## config.mk

```make
export PLATFORM = sky130hd
export DESIGN_NAME = irp_cell
export DESIGN_NICKNAME = d
export VERILOG_FILES = /design/src/hdl/irp_pkg.sv /design/src/hdl/irp_cell.sv
export SDC_FILE = /design/constraint.sdc
export NUM_CORES = 1
export LEC_CHECK = 0
export BUFFER_PORTS_ARGS = -buffer_cell sky130_fd_sc_hd__buf_4
export CORE_ASPECT_RATIO = 0.9
export CORE_MARGIN = 4
export CORE_UTILIZATION = 28
export DETAILED_ROUTE_END_ITERATION = 8
export PLACE_DENSITY = 0.61
export SKIP_CTS_REPAIR_TIMING = 1
export SYNTH_ARGS = -nofsm -noshare
export SYNTH_HDL_FRONTEND = slang
export SYNTH_SLANG_ARGS = --single-unit
export TNS_END_PERCENT = 30
```

## constraint.sdc

```tcl
create_clock -name clk -period 5.4 [get_ports clk]
set_input_delay 1.08 -clock clk [delete_from_list [all_inputs] [get_ports clk]]
set_output_delay 1.08 -clock clk [all_outputs]
set_load 0.005 [all_outputs]
```

## src/hdl/irp_pkg.sv

```systemverilog
package irp_pkg;

    localparam int POS_W   = 32;          // interval edge width
    localparam int START_W = POS_W + 1;   // widened start, signed
    localparam int LIM_W   = POS_W + 3;   // doubled-length bound, signed
    localparam int GAP_W   = 16;
    localparam int RLIM_W  = 8;
    localparam int CFG_W   = 16;
    localparam int IDX_OUT_W = 8;

    // configuration register indexes
    localparam logic CFG_MIN_GAP   = 1'b0;
    localparam logic CFG_ROW_LIMIT = 1'b1;

    typedef enum logic [1:0] {
        ST_IDLE,
        ST_CMP,
        ST_PICK
    } irp_state_t;

    // broadcast from the control to every cell of the row chain
    typedef struct packed {
        logic                      cmp_en;   // latch fit / keep flags
        logic                      pick_en;  // commit placement
        logic                      open_en;  // no fit, open row at count
        logic signed [START_W-1:0] s;        // left_edge - min_gap
        logic signed [LIM_W-1:0]   t;        // 2*right_edge - s + 2
        logic [POS_W-1:0]          right;
    } irp_bcast_t;

endpackage

```

## src/hdl/irp_cell.sv

```systemverilog
module irp_cell #(
    parameter int MAX_ROWS = 256,
    parameter int CELL_IDX = 0
) (
    input  logic                                clk,
    input  irp_pkg::irp_bcast_t                 bcast,
    input  logic [$clog2(MAX_ROWS+1)-1:0]       count,
    input  logic [irp_pkg::POS_W-1:0]           prev_end,
    output logic [irp_pkg::POS_W-1:0]           row_end,
    input  logic                                taken_in,
    output logic                                taken_out,
    output logic                                win
);
    import irp_pkg::*;

    localparam int CNT_W = $clog2(MAX_ROWS + 1);
    localparam logic [CNT_W-1:0] MY_IDX = CNT_W'(CELL_IDX);
    localparam logic HAS_PREV = (CELL_IDX != 0);

    logic [POS_W-1:0] end_reg;
    logic             fit_reg;
    logic             keep_reg;
    logic             occupied;
    logic             fit_now;
    logic             keep_now;

    assign occupied = (MY_IDX < count);
    assign fit_now  = occupied && ($signed({1'b0, end_reg}) < $signed(bcast.s));
    // keep the upper row's end when the interval sits inside its reach
    // and is long against the gap to that end
    assign keep_now = HAS_PREV
                      && ({1'b0, bcast.right} < {1'b0, prev_end})
                      && ($signed({3'b000, prev_end}) < $signed(bcast.t));

    assign win       = bcast.pick_en && fit_reg && !taken_in;
    assign taken_out = taken_in || fit_reg;
    assign row_end   = end_reg;

    always_ff @(posedge clk)
    begin
        if (bcast.cmp_en)
        begin
            fit_reg  <= fit_now;
            keep_reg <= keep_now;
        end
    end

    always_ff @(posedge clk)
    begin
        if (win)
        begin
            end_reg <= keep_reg ? prev_end : bcast.right;
        end
        else if (bcast.open_en && (MY_IDX == count))
        begin
            end_reg <= bcast.right;
        end
    end

endmodule

```

**After elaboration in Yosys (flattened, before gate mapping)**

Index checks and enable logic that the tools add are counted.

- Register bits after elaboration: 33
- Word-level logic and storage cells: 14
- Input port bits: 146
- Output and inout bits: 34

- Reduce and logical (&&, ||, !) cells: 8
- Multiplexer cells: 2
- $lt $le $gt $ge: 2

Operators with widths:

| cell | number |
|---|---|
| 2-to-1 mux 32 bit | 2 |
| less-than comparator 33 bit | 1 |
| logical NOT 9 bit | 1 |
| less-than comparator 1 x 9 -> 1 bit, first input constant | 1 |
| logical AND 1 bit | 4 |
| nonzero test 2 bit | 1 |
| logical NOT 1 bit | 1 |
| logical OR 1 bit | 1 |

**Logic depth before layout (Yosys ltp)**

Gate-level depths: netlist of the first run.

- Depth after elaboration: 4
- Mapped depth: 8
- Gate-level depth less buffers: 8

**Worst setup path before layout of the first run**

No wires, ideal clock.

- Path type: input -> register
- Start point: in count[4]
- End point: reg end_reg[0], in the netlist row_end[0] (enable)
- Data required time: 4.967 ns
- Library setup time: 0.433 ns
- Cell stages on the path: 3
- Setup slack: 1.942 ns
- Buffers on the path: 0
- Arrival: 3.025 ns
- Path through: nor4_1 -> nand3_1 -> o22ai_1

- Longest elaborated chain between the ends: 3

RTL lines:

| element | RTL line | source |
|---|---|---|
| from (decl) | irp_cell.sv:7 | `input logic [$clog2(MAX_ROWS+1)-1:0] count,` |
| logical NOT 9 bit | irp_cell.sv:54 | `else if (bcast.open_en && (MY_IDX == count))` |
| logical AND 1 bit | irp_cell.sv:54 |  |
| nonzero test 2 bit (no line) | -- |  |
| to (signal assigned) | irp_cell.sv:52 | `end_reg <= keep_reg ? prev_end : bcast.right;` |
| to (signal assigned) | irp_cell.sv:56 | `end_reg <= bcast.right;` |
| to (decl) | irp_cell.sv:20 | `logic [POS_W-1:0] end_reg;` |

No other way between the ends.
A chain may end at the register's enable or synchronous reset.

**Final worst setup path of the first run**

- Start point: in taken_in
- End point: out taken_out

- Longest elaborated chain between the ends: 1

RTL lines:

| element | RTL line | source |
|---|---|---|
| from (decl) | irp_cell.sv:10 | `input logic taken_in,` |
| logical OR 1 bit | irp_cell.sv:36 | `assign taken_out = taken_in \|\| fit_reg;` |
| to (decl) | irp_cell.sv:11 | `output logic taken_out,` |

No other way between the ends.

==> results of run 1 <==
layout make-up:
cell class | count | area [sq um]
clock buffers | 8 | 80.1
fillers | 621 | 3360
inverters | 32 | 120
multi-input cells | 88 | 718
flip-flops and latches | 33 | 991
well taps | 87 | 109
repair buffers | 112 | 841
layer usage:
metal	wire length, um	share of wire (%)	vias to the layer above	track usage, %
met1	1820	41	688	13.8
met4	42	0.95	0	2.80
met5	0	0	-	0
met2	2140	48	54	18.9
met3	425	9.6	6	5.02
li1	-	-	786	-
stage by stage:
stage	total power, mW	instances	cell area, sq um
after floorplan	0.337	153	1820
after global routing	0.611	360	2860
final	0.574	360	2860
after CTS	0.584	360	2860
after detailed placement	0.401	352	2780
after global placement	0.399	352	2780
cell families after synthesis:
group | count (synthesis) | synth area share [%]
buf+inv | 32 | 6.62
fa+ha+maj | 31 | 21.4
flops | 33 | 54.6
compound gates | 28 | 9.51
simple gates | 29 | 7.93
layout by cell type, fill, tap and decap left out, types with 4 or more instances in the layout:
master                     instances
sky130_fd_sc_hd__a21oi_1          11
sky130_fd_sc_hd__ha_1             31
sky130_fd_sc_hd__buf_4           112
sky130_fd_sc_hd__inv_1            32
sky130_fd_sc_hd__clkbuf_8          5
sky130_fd_sc_hd__nand2_1          10
sky130_fd_sc_hd__o21ai_0           4
sky130_fd_sc_hd__edfxtp_1         33
sky130_fd_sc_hd__nor2_1            6
worst max-delay path, stage by stage:
cell and delay, ns:
sky130_fd_sc_hd__buf_4 0.12, sky130_fd_sc_hd__or2_2 0.27, sky130_fd_sc_hd__buf_4 0.14
where the power goes:
part / switching (mW) / internal, mW
logic: 0.0367 / 0.0621
registers: 0.00360 / 0.291
clock network: 0.0889 / 0.0917
worst min-delay path by stage:
stage | from | end | slack, ns | cells past startpoint
6_report | row_end[17] | fit_reg | 0.85 | 4
3_3_place_gp | row_end[17] | fit_reg | 0.83 | 4
4_1_cts | row_end[17] | fit_reg | 0.85 | 4
5_1_grt | row_end[17] | fit_reg | 0.93 | 4
3_5_place_dp | row_end[17] | fit_reg | 0.84 | 4
2_1_floorplan | row_end[17] | fit_reg | 0.82 | 4
==> out/results.txt, run 1 <==
The flow ran to the end, and the final reports show no timing, DRC or antenna violations. The setup check on the worst reg-to-reg path leaves a slack of 3.53 ns. The number of top-level pins is 180.

In this run, synthesis inferred 33 flip-flops with an integrated enable. For the count of unique library cells instantiated by Yosys, the log shows 24. Across all hold checks on the routed design, the worst slack comes to 0.852 ns. STA puts the critical path data arrival time at 1.61 ns. The endpoint identified for the worst register-to-register timing path is fit_reg. For the largest net degree at the start of global routing, the log shows 33. Clock slew at the register clock pins of the worst setup and hold paths: 0.07 ns. The count of endpoints failing hold in the final timing report came out at 0. Ranked by total cell area, the synthesized netlist is headed by sky130_fd_sc_hd__edfxtp_1 (55%), sky130_fd_sc_hd__ha_1 (21%), sky130_fd_sc_hd__inv_1 (6.6%). The final RePlAce weighted congestion came out at 0.665. The logs give 2 for the depth of the CTS H-tree and 0.00182 sq mm for the synthesized area. The top achievable clock speed is 371 MHz, and the initial core utilization is 29.2%. Across the routed clock network, the largest skew measured is 0.00423 ns. Measured along the y axis, the die boundary spans 84.4 um.

The tools report the launch point of the worst path as taken_in. Summed over all cells, the static leakage comes to 1.41 nW. Fraction of the core area covered by cells at the end of the flow: 46.0%.

Ranked by instance count, the synthesized netlist is headed by sky130_fd_sc_hd__edfxtp_1 (33), sky130_fd_sc_hd__inv_1 (32), sky130_fd_sc_hd__ha_1 (31), sky130_fd_sc_hd__a21oi_1 (11), sky130_fd_sc_hd__nand2_1 (10). The share of synthesized registers carrying an async set or reset was 0%; the first-pass detailed-route iteration total was 3. The share of layout cells above drive strength 1 works out to 44.3%. Synthesis inferred 33 register bits. No sink is reached through more buffers than the 2 on the longest clock path. In the finished design, the share of the clock period the worst path needs comes to 49.9%. The horizontal die dimension was 92.9 um; the first-pass GRT wire length was 7160 um. From synthesis to final layout, the design area changed by 57.5%. The most critical setup path has its endpoint at taken_out. STA classifies the critical path startpoint as an input pin. The tree is rooted in a sky130_fd_sc_hd__clkbuf_8.

The per-cell via count in the routed design came out at 4.26. The HPWL after detailed placement came out at 3710 um. Initial antenna violation count: 0. For this design, the sink count on the clock tree is 33.

Yosys instantiated no cell more often than sky130_fd_sc_hd__edfxtp_1. The most frequently used flop master after synthesis is sky130_fd_sc_hd__edfxtp_1. Setup repair after global routing left no endpoint under its margin.

The full die area is 0.00784 sq mm. The worst setup path is captured at a primary output. For the pin with the worst max-slew slack, the measured transition is 1.12 ns. The run gives 2.41 ns as the worst slack after detailed placement.

The worst path meets setup with 2.71 ns of slack. Largest area contributor in the netlist: sky130_fd_sc_hd__edfxtp_1. Once detail routing completed, the nets flagged for antenna violations numbered 0. TritonCTS built the clock tree. The worst relative slew slack was 25.0%; the number of remaining DRC errors was 0. The worst vdd rail ir drop is 113 uV, and the clock network latency to the later pin of the worst-skew pair is 0.28 ns. The time the worst path needs with I/O delays and setup is 2.69 ns, and the wire length reported by the detailed router is 4420 um. Dividing total power by cell area gives a power density of 201 mW/mm^2. The via count of the first global-routing pass came out at 1516. The core region is 0.00622 sq mm. Counting cells, the worst reg-to-reg path comes to 7. The number of nets handed over by synthesis was 330.

The average size of a mapped cell was 11.9 sq um. The logs give 0 for the count of synthesis-stage warnings from yosys and 11.5% for the overall track demand over capacity in global routing. The critical path class is in -> out. The synthesized instance count is 153, and the share of the synthesized area in the top cell type is 54.6%. The count of standard-cell rows is 27, and the number of flip-flops under the largest register name is 32. The max-slew violation total from the final report is 0. The net count of the finished layout is 449. The tools report the count of max-cap constraint violations as 0.

Worst endpoint required time: 4.32 ns. The number of I/O port buffers was 112; the total negative slack for setup checks was 0 ns. For the residual overflow from global routing, the log shows 0. The average detailed-routed wire length per instance was 12.3 um. The sequential share of the synthesized area was 54.6%. The worst min-delay path class was reg -> reg. The startpoint identified for the worst register-to-register timing path is row_end[6]. Detailed routing inserted a total of 1534 vias.

For the total clock buffers created by CTS, the log shows 5. The number of antenna diodes in the final layout is 0. Along the worst path, the maximum fanout reaches 3.

Setup violations remaining at the end of the flow were counted as 0. For this block, the initial DRC count from the detailed router was 28.
(Power assumes the default switching activity.)
==> inputs of run 2 (changes only) <==
==> constraint.sdc (replaced) <==
create_clock -name clk -period 2.8 [get_ports clk]
set_input_delay 0.56 -clock clk [delete_from_list [all_inputs] [get_ports clk]]
set_output_delay 0.56 -clock clk [all_outputs]
set_load 0.005 [all_outputs]
==> run 2 against run 1 <==
Effect of this change:
- die area is the same
- sequential share of layout area decreased by 0.14 points
- flip-flop and latch count unchanged
- count of clock-buffer cells in the layout decreased by 2
- via count fell by 0.65%
- design area up 0.39%
- wire length grew 1.1%
==> out/results.txt, run 2 (synthesized netlist as in run 1, its figures left out) <==
The worst path arrival time is 2.00 ns (+0.39 ns), and the area growth from synthesis to final layout is 58.1%. Horizontal die dimension: 92.9 um (unchanged). The final design area excluding fillers is 0.00287 sq mm (+0.39%).

The logs give 80.0% (+55 points) for the worst relative slew slack and 1.42 nW (+0.70%) for the leakage component of the power. The logs give 0 (unchanged) for the initial antenna violation count and 2 (unchanged) for the depth of the CTS H-tree. The maximum fanout along the worst path was 2 (-1). The number of I/O port buffers is 112 (unchanged).

The share of the clock period used by the worst path is 66.9%, and the count of buffering cells on the critical path with inverters included is 0 (-2). Placed cell count: 354 (+0.57%). The area of the core is 0.00622 sq mm (unchanged). The flow ran to the end, and the final reports show no timing, DRC or antenna violations.

The worst setup path is captured at a register. The tools report the count of non-filler cells in the finished layout as 361 (+0.28%). The time the worst path needs with I/O delays and setup was 1.87 ns; the max-slew violation total from the final report was 0 (unchanged). STA classifies the critical path startpoint as a register. The largest stage delay on the critical path came out at 0.39 ns (+0.12 ns).

The kind of cell adding the most delay to the critical path is compound AO/OA/AOI/OAI gates. Worst clock skew: 0.00345 ns (-0.000786 ns). The tools report the count of max-cap constraint violations as 0 (unchanged).

The clock slew at the register clock pins of the worst setup and hold paths was 0.07 ns (about the same). Leaving out fill and tap cells, the most frequent cell in the layout is sky130_fd_sc_hd__buf_4. Share of layout cells above drive strength 1: 44.9% (+0.57 points).

The residual overflow from global routing is 0 (unchanged). The worst endpoint required time was 2.93 ns (-1.39 ns); the wire length reported by the detailed router was 4470 um (+1.1%). The die height is 84.4 um (unchanged), and the clock network latency to the later pin of the worst-skew pair is 0.27 ns (about the same). The worst vdd rail ir drop is 207 uV (+83%). The critical path class was reg -> reg.

The logs give 7250 um (+1.2%) for the first-pass GRT wire length and 0.678 (+2.1%) for the final RePlAce weighted congestion. The logs give 0 (unchanged) for the number of remaining DRC errors and 0.631 ns (-1.78 ns) for the worst slack after detailed placement. The worst hold path belongs to the class in -> reg.

In the layout the commonest cells are sky130_fd_sc_hd__buf_4 (114), sky130_fd_sc_hd__edfxtp_1 (33), sky130_fd_sc_hd__inv_1 (32), sky130_fd_sc_hd__ha_1 (31), sky130_fd_sc_hd__a21oi_1 (11). The first-pass detailed-route iteration total was 4 (+1). The run gives 0 (unchanged) as the antenna cell count. The number of nets in the layout was 451 (+0.45%); the maximum buffer depth of the clock tree was 2 (unchanged).

The largest net degree at the start of global routing was 17 (-48%). The cell with the largest stage delay on the worst path is sky130_fd_sc_hd__edfxtp_1. The tools report the overall track demand over capacity in global routing as 11.6% (+0.17 points). The tools report the HPWL after detailed placement as 3900 um (+5.0%).

The full die area came out at 0.00784 sq mm (unchanged). The number of flip-flops under the largest register name came out at 32 (unchanged). Setup repair after global routing left no endpoint under its margin.

TritonCTS built the clock tree. The tools report the via count of the first global-routing pass as 1612 (+6.3%). The number of sinks driven by the clock tree is 33 (unchanged). Clock root buffer: sky130_fd_sc_hd__clkbuf_8. The logs give 1524 (-0.65%) for the count of vias placed by the detailed router and 0 (unchanged) for the remaining antenna violation count. The minimum hold slack is 0.457 ns (-0.394 ns), and the least setup slack across all paths after layout is 0.926 ns (-1.78 ns).

The tools report the top achievable clock speed as 534 MHz. The total clock buffers created by CTS is 5 (unchanged). The average detailed-routed wire length per instance was 12.4 um (+0.85%); the power density relative to cell area was 379 mW/mm^2 (+89%). The count of standard-cell rows was 27 (unchanged).

The run gives 46.2% (+0.18 points) as the fraction of the core area covered by cells at the end of the flow. The count of endpoints failing hold in the final timing report is 0 (unchanged), and the transition time at the pin with the least slew margin is 0.300 ns (-0.824 ns). The per-cell via count in the routed design is 4.22 (-0.93%), and the initial core utilization is 29.2% (unchanged). Number of top-level pins: 180 (unchanged).

The run gives 0.00279 sq mm (+0.54%) as the instance area after placement. The signal on the critical path passes through ha_1, a21oi_1, o21ai_1, a31oi_1, o21ai_1, a211o_1, a31oi_1. Total of endpoints with negative setup slack in the final report: 0 (unchanged). Total negative slack for setup checks: 0 ns (unchanged). The count of routing violations after the opening detailed-route iteration was 13 (-54%). Overall power of the completed layout: 1.09 mW (+90%).
## run 2: cell types whose count changed in the layout (fill, tap and decap cells not counted)
cell / change
sky130_fd_sc_hd__buf_4: +2
sky130_fd_sc_hd__clkinv_1: +1
sky130_fd_sc_hd__clkbuf_1: -2
## run 2: cell type report
type                    instances  area, sq um
flip-flops and latches         33          991
clock inverters                 1         3.75
fillers                       613         3350
well taps                      87          109
multi-input cells              88          718
clock buffers                   6         72.6
inverters                      32          120
repair buffers                114          856
## run 2: final timing paths
| path | to | cells past startpoint | slack (ns) | start |
|---|---|---|---|---|
| setup reg to reg | fit_reg | 7 | 0.93 | row_end[2] |
| setup / recovery | fit_reg | 7 | 0.93 | row_end[2] |
| hold reg to reg | fit_reg | 4 | 0.85 | row_end[17] |
| hold / removal | row_end[2] | 1 | 0.46 | bcast[2] |
## run 2: per-layer routing
| layer | track usage, % | vias to the layer above | share of wire [%] |
|---|---|---|---|
| met1 | 13.8 | 675 | 41 |
| met3 | 3.58 | 4 | 7.1 |
| met2 | 19.9 | 54 | 51 |
| li1 | - | 791 | - |
| met5 | 0 | - | 0 |
| met4 | 3.99 | 0 | 0.80 |
## run 2: where the power goes
| group | switching (mW) | internal [mW] | leakage, nW |
|---|---|---|---|
| registers | 0.00712 | 0.561 | 0.303 |
| logic | 0.0709 | 0.121 | 1.08 |
| clock network | 0.161 | 0.167 | 0.0387 |
| total | 0.239 | 0.850 | 1.42 |
